## config.mk

```make
export PLATFORM = sky130hd
export DESIGN_NAME = csv_field_tokenizer_classifier_core
export DESIGN_NICKNAME = d
export VERILOG_FILES = /design/src/design/csvt_pkg.sv /design/src/design/csvt_parser.sv /design/src/design/csvt_out_buf.sv /design/src/design/csv_field_tokenizer_classifier_core.sv
export SDC_FILE = /design/constraint.sdc
export NUM_CORES = 1
export LEC_CHECK = 0
export ABC_AREA = 1
export BUFFER_PORTS_ARGS = -buffer_cell sky130_fd_sc_hd__buf_2
export CAP_MARGIN = 5
export CORE_MARGIN = 1
export CORE_UTILIZATION = 50
export CTS_BUF_LIST = sky130_fd_sc_hd__clkbuf_4 sky130_fd_sc_hd__clkbuf_8
export CTS_CLUSTER_DIAMETER = 100
export DETAILED_ROUTE_END_ITERATION = 16
export GPL_TIMING_DRIVEN = 0
export PLACE_DENSITY = 0.7
export SKIP_CTS_REPAIR_TIMING = 1
export SYNTH_ARGS = -nofsm -noshare
export SYNTH_HDL_FRONTEND = slang
export SYNTH_SLANG_ARGS = --single-unit
```

## constraint.sdc

```tcl
create_clock -name clock -period 3 [get_ports clock]
set_input_delay 0.3 -clock clock [delete_from_list [all_inputs] [get_ports clock]]
set_output_delay 0.3 -clock clock [all_outputs]
set_load 0.005 [all_outputs]
```

## src/design/csvt_pkg.sv

```systemverilog
package csvt_pkg;

   localparam logic OP_CHAR = 1'b0;
   localparam logic OP_LINE_END = 1'b1;

   localparam logic KIND_CONTENT = 1'b0;
   localparam logic KIND_FIELD_END = 1'b1;

   localparam logic [1:0] CLASS_INTEGER = 2'd0;
   localparam logic [1:0] CLASS_DECIMAL = 2'd1;
   localparam logic [1:0] CLASS_TEXT = 2'd2;

   localparam logic [7:0] CHAR_QUOTE = 8'h22;
   localparam logic [7:0] CHAR_PLUS = 8'h2B;
   localparam logic [7:0] CHAR_MINUS = 8'h2D;
   localparam logic [7:0] CHAR_DOT = 8'h2E;
   localparam logic [7:0] CHAR_ZERO = 8'h30;
   localparam logic [7:0] CHAR_NINE = 8'h39;

   localparam logic [7:0] SEPARATOR_RESET = 8'd44;
   localparam int unsigned COLUMN_CAP = 255;

   typedef struct packed {
      logic chars_in_field;
      logic sign_only_so_far;
      logic digit_seen;
      logic dot_seen;
      logic not_numeric;
   } field_flags_type;

   typedef struct packed {
      logic       result_kind;
      logic [7:0] content_byte;
      logic [7:0] column_index;
      logic [1:0] field_class;
      logic       line_done;
   } result_type;

endpackage

```

## src/design/csvt_parser.sv

```systemverilog
module csvt_parser #(
   parameter int unsigned MAX_COLUMNS = 256
) (
   input  logic                clock,
   input  logic                reset,
   input  logic                step_en,
   input  logic                operation,
   input  logic [7:0]          char_value,
   input  logic [7:0]          field_separator,
   output logic                has_result,
   output csvt_pkg::result_type result
);

   localparam int unsigned COL_LIMIT_INT =
      (MAX_COLUMNS - 1 > csvt_pkg::COLUMN_CAP) ? csvt_pkg::COLUMN_CAP : MAX_COLUMNS - 1;
   localparam logic [7:0] COL_LIMIT = COL_LIMIT_INT[7:0];

   logic                      inside_quotes_ff, inside_quotes_in;
   logic                      quote_pending_ff, quote_pending_in;
   csvt_pkg::field_flags_type flags_ff, flags_in;
   logic [7:0]                column_ff, column_in;

   logic is_quote;
   logic is_digit;
   logic go_outside;
   logic do_content;
   logic do_end;
   logic end_last;
   logic [1:0] end_class;

   assign is_quote = (char_value == csvt_pkg::CHAR_QUOTE);
   assign is_digit = (char_value >= csvt_pkg::CHAR_ZERO) && (char_value <= csvt_pkg::CHAR_NINE);

   always_comb begin
      inside_quotes_in = inside_quotes_ff;
      quote_pending_in = quote_pending_ff;
      flags_in = flags_ff;
      column_in = column_ff;
      go_outside = 1'b0;
      do_content = 1'b0;
      do_end = 1'b0;
      end_last = 1'b0;

      if (operation == csvt_pkg::OP_LINE_END) begin
         do_end = 1'b1;
         end_last = 1'b1;
      end else begin
         if (quote_pending_ff) begin
            quote_pending_in = 1'b0;
            if (is_quote) begin
               do_content = 1'b1;
            end else begin
               inside_quotes_in = 1'b0;
               go_outside = 1'b1;
            end
         end else if (inside_quotes_ff) begin
            if (is_quote) begin
               quote_pending_in = 1'b1;
            end else begin
               do_content = 1'b1;
            end
         end else begin
            go_outside = 1'b1;
         end
         if (go_outside) begin
            if (is_quote) begin
               inside_quotes_in = 1'b1;
            end else if (char_value == field_separator) begin
               do_end = 1'b1;
            end else begin
               do_content = 1'b1;
            end
         end
      end

      if (!flags_ff.chars_in_field || flags_ff.sign_only_so_far || flags_ff.not_numeric
          || !flags_ff.digit_seen) begin
         end_class = csvt_pkg::CLASS_TEXT;
      end else if (flags_ff.dot_seen) begin
         end_class = csvt_pkg::CLASS_DECIMAL;
      end else begin
         end_class = csvt_pkg::CLASS_INTEGER;
      end

      if (do_content) begin
         if (!flags_ff.chars_in_field) begin
            if (char_value == csvt_pkg::CHAR_PLUS || char_value == csvt_pkg::CHAR_MINUS) begin
               flags_in.sign_only_so_far = 1'b1;
            end else if (is_digit) begin
               flags_in.digit_seen = 1'b1;
            end else if (char_value == csvt_pkg::CHAR_DOT) begin
               flags_in.dot_seen = 1'b1;
            end else begin
               flags_in.not_numeric = 1'b1;
            end
         end else begin
            flags_in.sign_only_so_far = 1'b0;
            if (is_digit) begin
               flags_in.digit_seen = 1'b1;
            end else if (char_value == csvt_pkg::CHAR_DOT && !flags_ff.dot_seen) begin
               flags_in.dot_seen = 1'b1;
            end else begin
               flags_in.not_numeric = 1'b1;
            end
         end
         flags_in.chars_in_field = 1'b1;
      end

      if (do_end) begin
         flags_in = '0;
         if (end_last) begin
            column_in = '0;
            inside_quotes_in = 1'b0;
            quote_pending_in = 1'b0;
         end else if (column_ff < COL_LIMIT) begin
            column_in = column_ff + 8'd1;
         end
      end

      has_result = do_content || do_end;
      result.result_kind = do_end ? csvt_pkg::KIND_FIELD_END : csvt_pkg::KIND_CONTENT;
      result.content_byte = do_end ? 8'd0 : char_value;
      result.column_index = column_ff;
      result.field_class = do_end ? end_class : csvt_pkg::CLASS_INTEGER;
      result.line_done = end_last;
   end

   always_ff @(posedge clock) begin
      if (reset) begin
         inside_quotes_ff <= 1'b0;
         quote_pending_ff <= 1'b0;
         flags_ff <= '0;
         column_ff <= '0;
      end else if (step_en) begin
         inside_quotes_ff <= inside_quotes_in;
         quote_pending_ff <= quote_pending_in;
         flags_ff <= flags_in;
         column_ff <= column_in;
      end
   end

endmodule

```

## src/design/csvt_out_buf.sv

```systemverilog
module csvt_out_buf (
   input  logic                 clock,
   input  logic                 reset,
   input  logic                 push,
   input  csvt_pkg::result_type push_data,
   output logic                 full,
   output logic                 out_valid,
   input  logic                 out_stall,
   output csvt_pkg::result_type out_data
);

   logic                 main_valid_ff;
   logic                 skid_valid_ff;
   csvt_pkg::result_type main_data_ff;
   csvt_pkg::result_type skid_data_ff;
   logic                 pop;

   assign pop = main_valid_ff && !out_stall;
   assign full = skid_valid_ff;
   assign out_valid = main_valid_ff;
   assign out_data = main_data_ff;

   always_ff @(posedge clock) begin
      if (reset) begin
         main_valid_ff <= 1'b0;
         skid_valid_ff <= 1'b0;
      end else if (pop) begin
         if (skid_valid_ff) begin
            skid_valid_ff <= 1'b0;
         end else begin
            main_valid_ff <= push;
         end
      end else if (!main_valid_ff) begin
         main_valid_ff <= push;
      end else if (push) begin
         skid_valid_ff <= 1'b1;
      end
   end

   always_ff @(posedge clock) begin
      if (pop) begin
         if (skid_valid_ff) begin
            main_data_ff <= skid_data_ff;
         end else if (push) begin
            main_data_ff <= push_data;
         end
      end else if (!main_valid_ff) begin
         if (push) begin
            main_data_ff <= push_data;
         end
      end else if (push) begin
         skid_data_ff <= push_data;
      end
   end

endmodule

```

## src/design/csv_field_tokenizer_classifier_core.sv

```systemverilog
// A request beat that is taken goes into the input register; its result beat is then
// held in the result register before it leaves.
// Throughput: one request beat per cycle; a two-entry result buffer takes up
// a stalled response, so the request side stalls only when both entries are full.
// Reset (synchronous, active high) clears the parser state, the column and the buffers,
// and sets the separator to a comma.
module csv_field_tokenizer_classifier_core #(
   parameter int unsigned MAX_COLUMNS = 256
) (
   input  logic       clock,
   input  logic       reset,
   input  logic       req_valid,
   output logic       req_stall,
   input  logic       req_operation,
   input  logic [7:0] req_char_value,
   output logic       rsp_valid,
   input  logic       rsp_stall,
   output logic       rsp_result_kind,
   output logic [7:0] rsp_content_byte,
   output logic [7:0] rsp_column_index,
   output logic [1:0] rsp_field_class,
   output logic       rsp_line_done,
   input  logic       csr_wr_en,
   input  logic [7:0] csr_wr_data
);

   logic                 in_valid_ff;
   logic                 in_operation_ff;
   logic [7:0]           in_char_ff;
   logic [7:0]           separator_ff;
   logic                 buf_full;
   logic                 step_en;
   logic                 has_result;
   csvt_pkg::result_type step_result;
   csvt_pkg::result_type out_data;

   assign step_en = in_valid_ff && !buf_full;
   assign req_stall = in_valid_ff && buf_full;

   always_ff @(posedge clock) begin
      if (reset) begin
         in_valid_ff <= 1'b0;
         separator_ff <= csvt_pkg::SEPARATOR_RESET;
      end else begin
         if (!req_stall) begin
            in_valid_ff <= req_valid;
         end
         if (csr_wr_en) begin
            separator_ff <= csr_wr_data;
         end
      end
   end

   always_ff @(posedge clock) begin
      if (req_valid && !req_stall) begin
         in_operation_ff <= req_operation;
         in_char_ff <= req_char_value;
      end
   end

   csvt_parser #(
      .MAX_COLUMNS(MAX_COLUMNS)
   ) u_parser (
      .clock          (clock),
      .reset          (reset),
      .step_en        (step_en),
      .operation      (in_operation_ff),
      .char_value     (in_char_ff),
      .field_separator(separator_ff),
      .has_result     (has_result),
      .result         (step_result)
   );

   csvt_out_buf u_out_buf (
      .clock    (clock),
      .reset    (reset),
      .push     (step_en && has_result),
      .push_data(step_result),
      .full     (buf_full),
      .out_valid(rsp_valid),
      .out_stall(rsp_stall),
      .out_data (out_data)
   );

   assign rsp_result_kind = out_data.result_kind;
   assign rsp_content_byte = out_data.content_byte;
   assign rsp_column_index = out_data.column_index;
   assign rsp_field_class = out_data.field_class;
   assign rsp_line_done = out_data.line_done;

endmodule
```

==> results.sh <==
export IMPL_fin_tns_setup_ns=0
export IMPL_pre_cts_slack_ns=0.8959
export IMPL_hold_viol_final=0
export IMPL_crit_family="simple AND/OR/NAND/NOR gates"
export IMPL_path_depth=9
export IMPL_p_comb_frac=0.108
export IMPL_drive_gt1_frac=0.2085
export IMPL_clk_pin_slew_ns=0.07
export IMPL_max_freq_mhz=477.4
export IMPL_grt_ovfl_total=0
export IMPL_violations="design-rule violations"
export IMPL_rsz0062_at_grt="false"
export IMPL_finClkSkew_ns=0.01344
export IMPL_switching_power_uw=526.6
export IMPL_ctsLongestPathBuffers=2
export IMPL_rr_worst_depth=9
export IMPL_htreeDepth=3
export IMPL_cp_required_ns=3.10
export IMPL_r2r_setup_slack_ns=0.91
export IMPL_antenna_found_initial=0
export IMPL_syn_cell_area_sq_mm=0.003386
export IMPL_antenna_left=0
export IMPL_cts_root_buf="clkbuf_8"
export IMPL_synth_edf_count=49
export IMPL_coreArea_sq_mm=0.006459
export IMPL_power_mw=2.158
export IMPL_seq_area_frac_synth=0.5883
export IMPL_hp_class="primary input to register"
export IMPL_finalNetCount=440
export IMPL_period_needed_ns=2.095
export IMPL_ys_flop_type="edfxtp_1"
export IMPL_crit_end="u_out_buf.skid_data_ff[3]"
export IMPL_die_w_um=84.29
export IMPL_synthArstFlopShare=0
export IMPL_totalWireLength_um=6915
export IMPL_dpl_instance_area_sq_mm=0.003710
export IMPL_dr_pass1_iters=11
export IMPL_crit_slowest_cell="edfxtp_1"
export IMPL_gp_congestion=0.8541
export IMPL_arrival_ns=2.19
export IMPL_routed_via_density=5.275
export IMPL_dieArea_sq_mm=0.007105
export IMPL_tightestPinTransition_ns=0.9415
export IMPL_syn_nets=386
export IMPL_final_setup_viol_count=0
export IMPL_track_usage=0.2159
export IMPL_p_clk_frac=0.326
export IMPL_grt_pass1_vias=2504
export IMPL_fin_crit_sh=0.6983
export IMPL_r2r_end="u_out_buf.skid_data_ff[3]"
export IMPL_grt_pass1_wl_um=11740
export IMPL_leakagePower_nw=1.620
export IMPL_maxSlewViolCount=0
export IMPL_relSlewSlack=0.3708
export IMPL_syn2layout_area_growth_pct=14.75
export IMPL_yosys_register_bits=75
export IMPL_numCtsBuffers=9
export IMPL_synth_cell_types=31
export IMPL_worst_setup_path_start_kind="register"
export IMPL_powerDensity_mw_per_mm2=555.4
export IMPL_place_hpwl_um=4944
export IMPL_seqPwrFrac=0.566
export IMPL_vdd_drop_max_uv=266.2
export IMPL_cts_tree="built"
export IMPL_ios=44
export IMPL_r2r_start="in_char_ff[4]"
export IMPL_whs_ns=0.1259
export IMPL_path_max_fanout=15
export IMPL_cp_end_kind="register"
export IMPL_path_class="register to register"
export IMPL_first_iter_violations=219
export IMPL_stdcell_area_sq_mm=0.003885
export IMPL_vias=2632
export IMPL_status="complete, but fails checks"
export IMPL_crit_chain="nor2_2, nand2_2, nor2_4, nand3_2, nand2_2, buf_6, buf_6, nor2_2, buf_8"
export IMPL_finalWorstSetupSlack_ns=0.9051
export IMPL_swShare=0.2441
export IMPL_startpoint="in_char_ff[4]"
export IMPL_p_int_mw=1.631
export IMPL_wl_per_cell_um=13.86
export IMPL_drc=2
export IMPL_drv_cap=0
export IMPL_portBuffers=42
export IMPL_crit_buf_inv=3
export IMPL_cts_sinks=75
export IMPL_grt_max_degree=23
export IMPL_synth_area_per_cell_sq_um=9.327
export IMPL_row_count=29
export IMPL_antenna_cells=0
export IMPL_slowest_delay_ns=0.51
export IMPL_initial_core_util=0.5242
export IMPL_fp_dieH_um=84.29
export IMPL_clkLatencyLatePin_ns=0.35
export IMPL_yosysWarnings=0
export IMPL_synth_cells=363
## worst reg2reg max path, cell delays in order (launching register included)
cell and delay (ns):
edfxtp_1 0.51, nor2_2 0.19, nand2_2 0.09, nor2_4 0.19
nand3_2 0.10, nand2_2 0.10, buf_6 0.17, buf_6 0.16
nor2_2 0.10, buf_8 0.24
## Yosys cell counts (2+ instances only)
| master | n | area [sq um] |
|---|---|---|
| nor2_4 | 2 | 22.52 |
| nor3_1 | 3 | 15.01 |
| xnor2_1 | 6 | 52.55 |
| clkbuf_1 | 4 | 15.01 |
| clkinv_1 | 2 | 7.510 |
| inv_2 | 3 | 11.26 |
| dfxtp_1 | 26 | 520.5 |
| a21oi_2 | 4 | 35.03 |
| nand4_1 | 8 | 50.05 |
| o21ai_0 | 28 | 140.1 |
| inv_1 | 43 | 161.4 |
| nand2_2 | 2 | 12.51 |
| a21oi_1 | 41 | 205.2 |
| xor2_1 | 3 | 26.28 |
| nand2_1 | 58 | 217.7 |
| nor2_2 | 7 | 43.79 |
| nor2_1 | 41 | 153.9 |
| edfxtp_1 | 49 | 1471 |
| nand3_1 | 17 | 85.08 |
| buf_2 | 3 | 15.01 |
| buf_6 | 3 | 33.78 |
## sequential cells by signal, indices dropped and copies added (netlist names)
| signal | count |
|---|---|
| u_out_buf.full | 1 |
| in_char_ff | 8 |
| u_out_buf.out_valid | 1 |
| u_parser.flags_ff | 5 |
| in_operation_ff | 1 |
| u_parser.quote_pending_ff | 1 |
| in_valid_ff | 1 |
| separator_ff | 8 |
| u_out_buf.out_data | 20 |
| u_parser.column_ff | 8 |
| u_parser.inside_quotes_ff | 1 |
| u_out_buf.skid_data_ff | 20 |
## cell type report
type / count / area, sq um
timing repair buffer: 43 / 225.2
inverter: 48 / 180.2
clock inverter: 3 / 15.01
fill: 577 / 2574
multi-input combinational: 230 / 1152
sequential: 75 / 1992
buffer: 10 / 63.81
clock buffer: 13 / 160.2
tap: 77 / 96.34
## metrics by stage
step             util  cells
6_report       0.6015    499
4_1_cts        0.6015    499
2_1_floorplan       -    363
5_1_grt        0.6015    499
3_3_place_gp   0.5717    482
3_5_place_dp   0.5744    483
## per-layer routing
metal / vias to the layer above / GRT usage / part of all wire
li1: 1324 / - / -
met1: 1218 / 0.2930 / 0.47
met2: 78 / 0.3331 / 0.46
met3: 12 / 0.04130 / 0.051
met4: 0 / 0.1097 / 0.020
met5: - / 0 / 0
## layout by cell type, fill, tap and decap left out, drive strengths merged, types with 6 or more instances in the layout
cell type / netlist / routed
xnor2: 6 / 6
inv: 46 / 46
clkbuf: 4 / 17
nand2: 61 / 61
nor2: 50 / 50
a21oi: 45 / 45
edfxtp: 49 / 49
nand3: 19 / 19
o21ai: 29 / 29
buf: 6 / 49
dfxtp: 26 / 26
nand4: 8 / 8
## kinds of logic after synthesis
logic type                 count (synthesis)  synth area share
buffers and inverters                     58           0.07206
DFF                                       75            0.5883
AOI/OAI and AO/OA                         77            0.1201
and+or+nand+nor                          143            0.1925
xor gates and xnor gates                   9           0.02328
adders and majority gates                  1          0.003695
## how the worst min path moves through the flow
stage                              start              endpoint  slack, ns  cells past startpoint
floorplan              req_char_value[0]         in_char_ff[0]       0.40                      0
global placement    u_parser.flags_ff[0]  u_parser.flags_ff[0]       0.44                      2
detailed placement  u_parser.flags_ff[2]  u_parser.flags_ff[2]       0.46                      2
CTS                    req_char_value[5]         in_char_ff[5]       0.12                      1
global route           req_char_value[4]         in_char_ff[4]       0.12                      1
finish                 req_char_value[5]         in_char_ff[5]       0.13                      1
## power by group through the flow
stage / registers (mW) / clock network (mW) / logic, mW
3_3_place_gp: 1.24 / 0 / 0.227
2_1_floorplan: 1.24 / 0 / 0.138
4_1_cts: 1.22 / 0.711 / 0.235
5_1_grt: 1.23 / 0.766 / 0.262
3_5_place_dp: 1.25 / 0 / 0.234
6_report: 1.22 / 0.703 / 0.233
(Power assumes the default switching activity.)
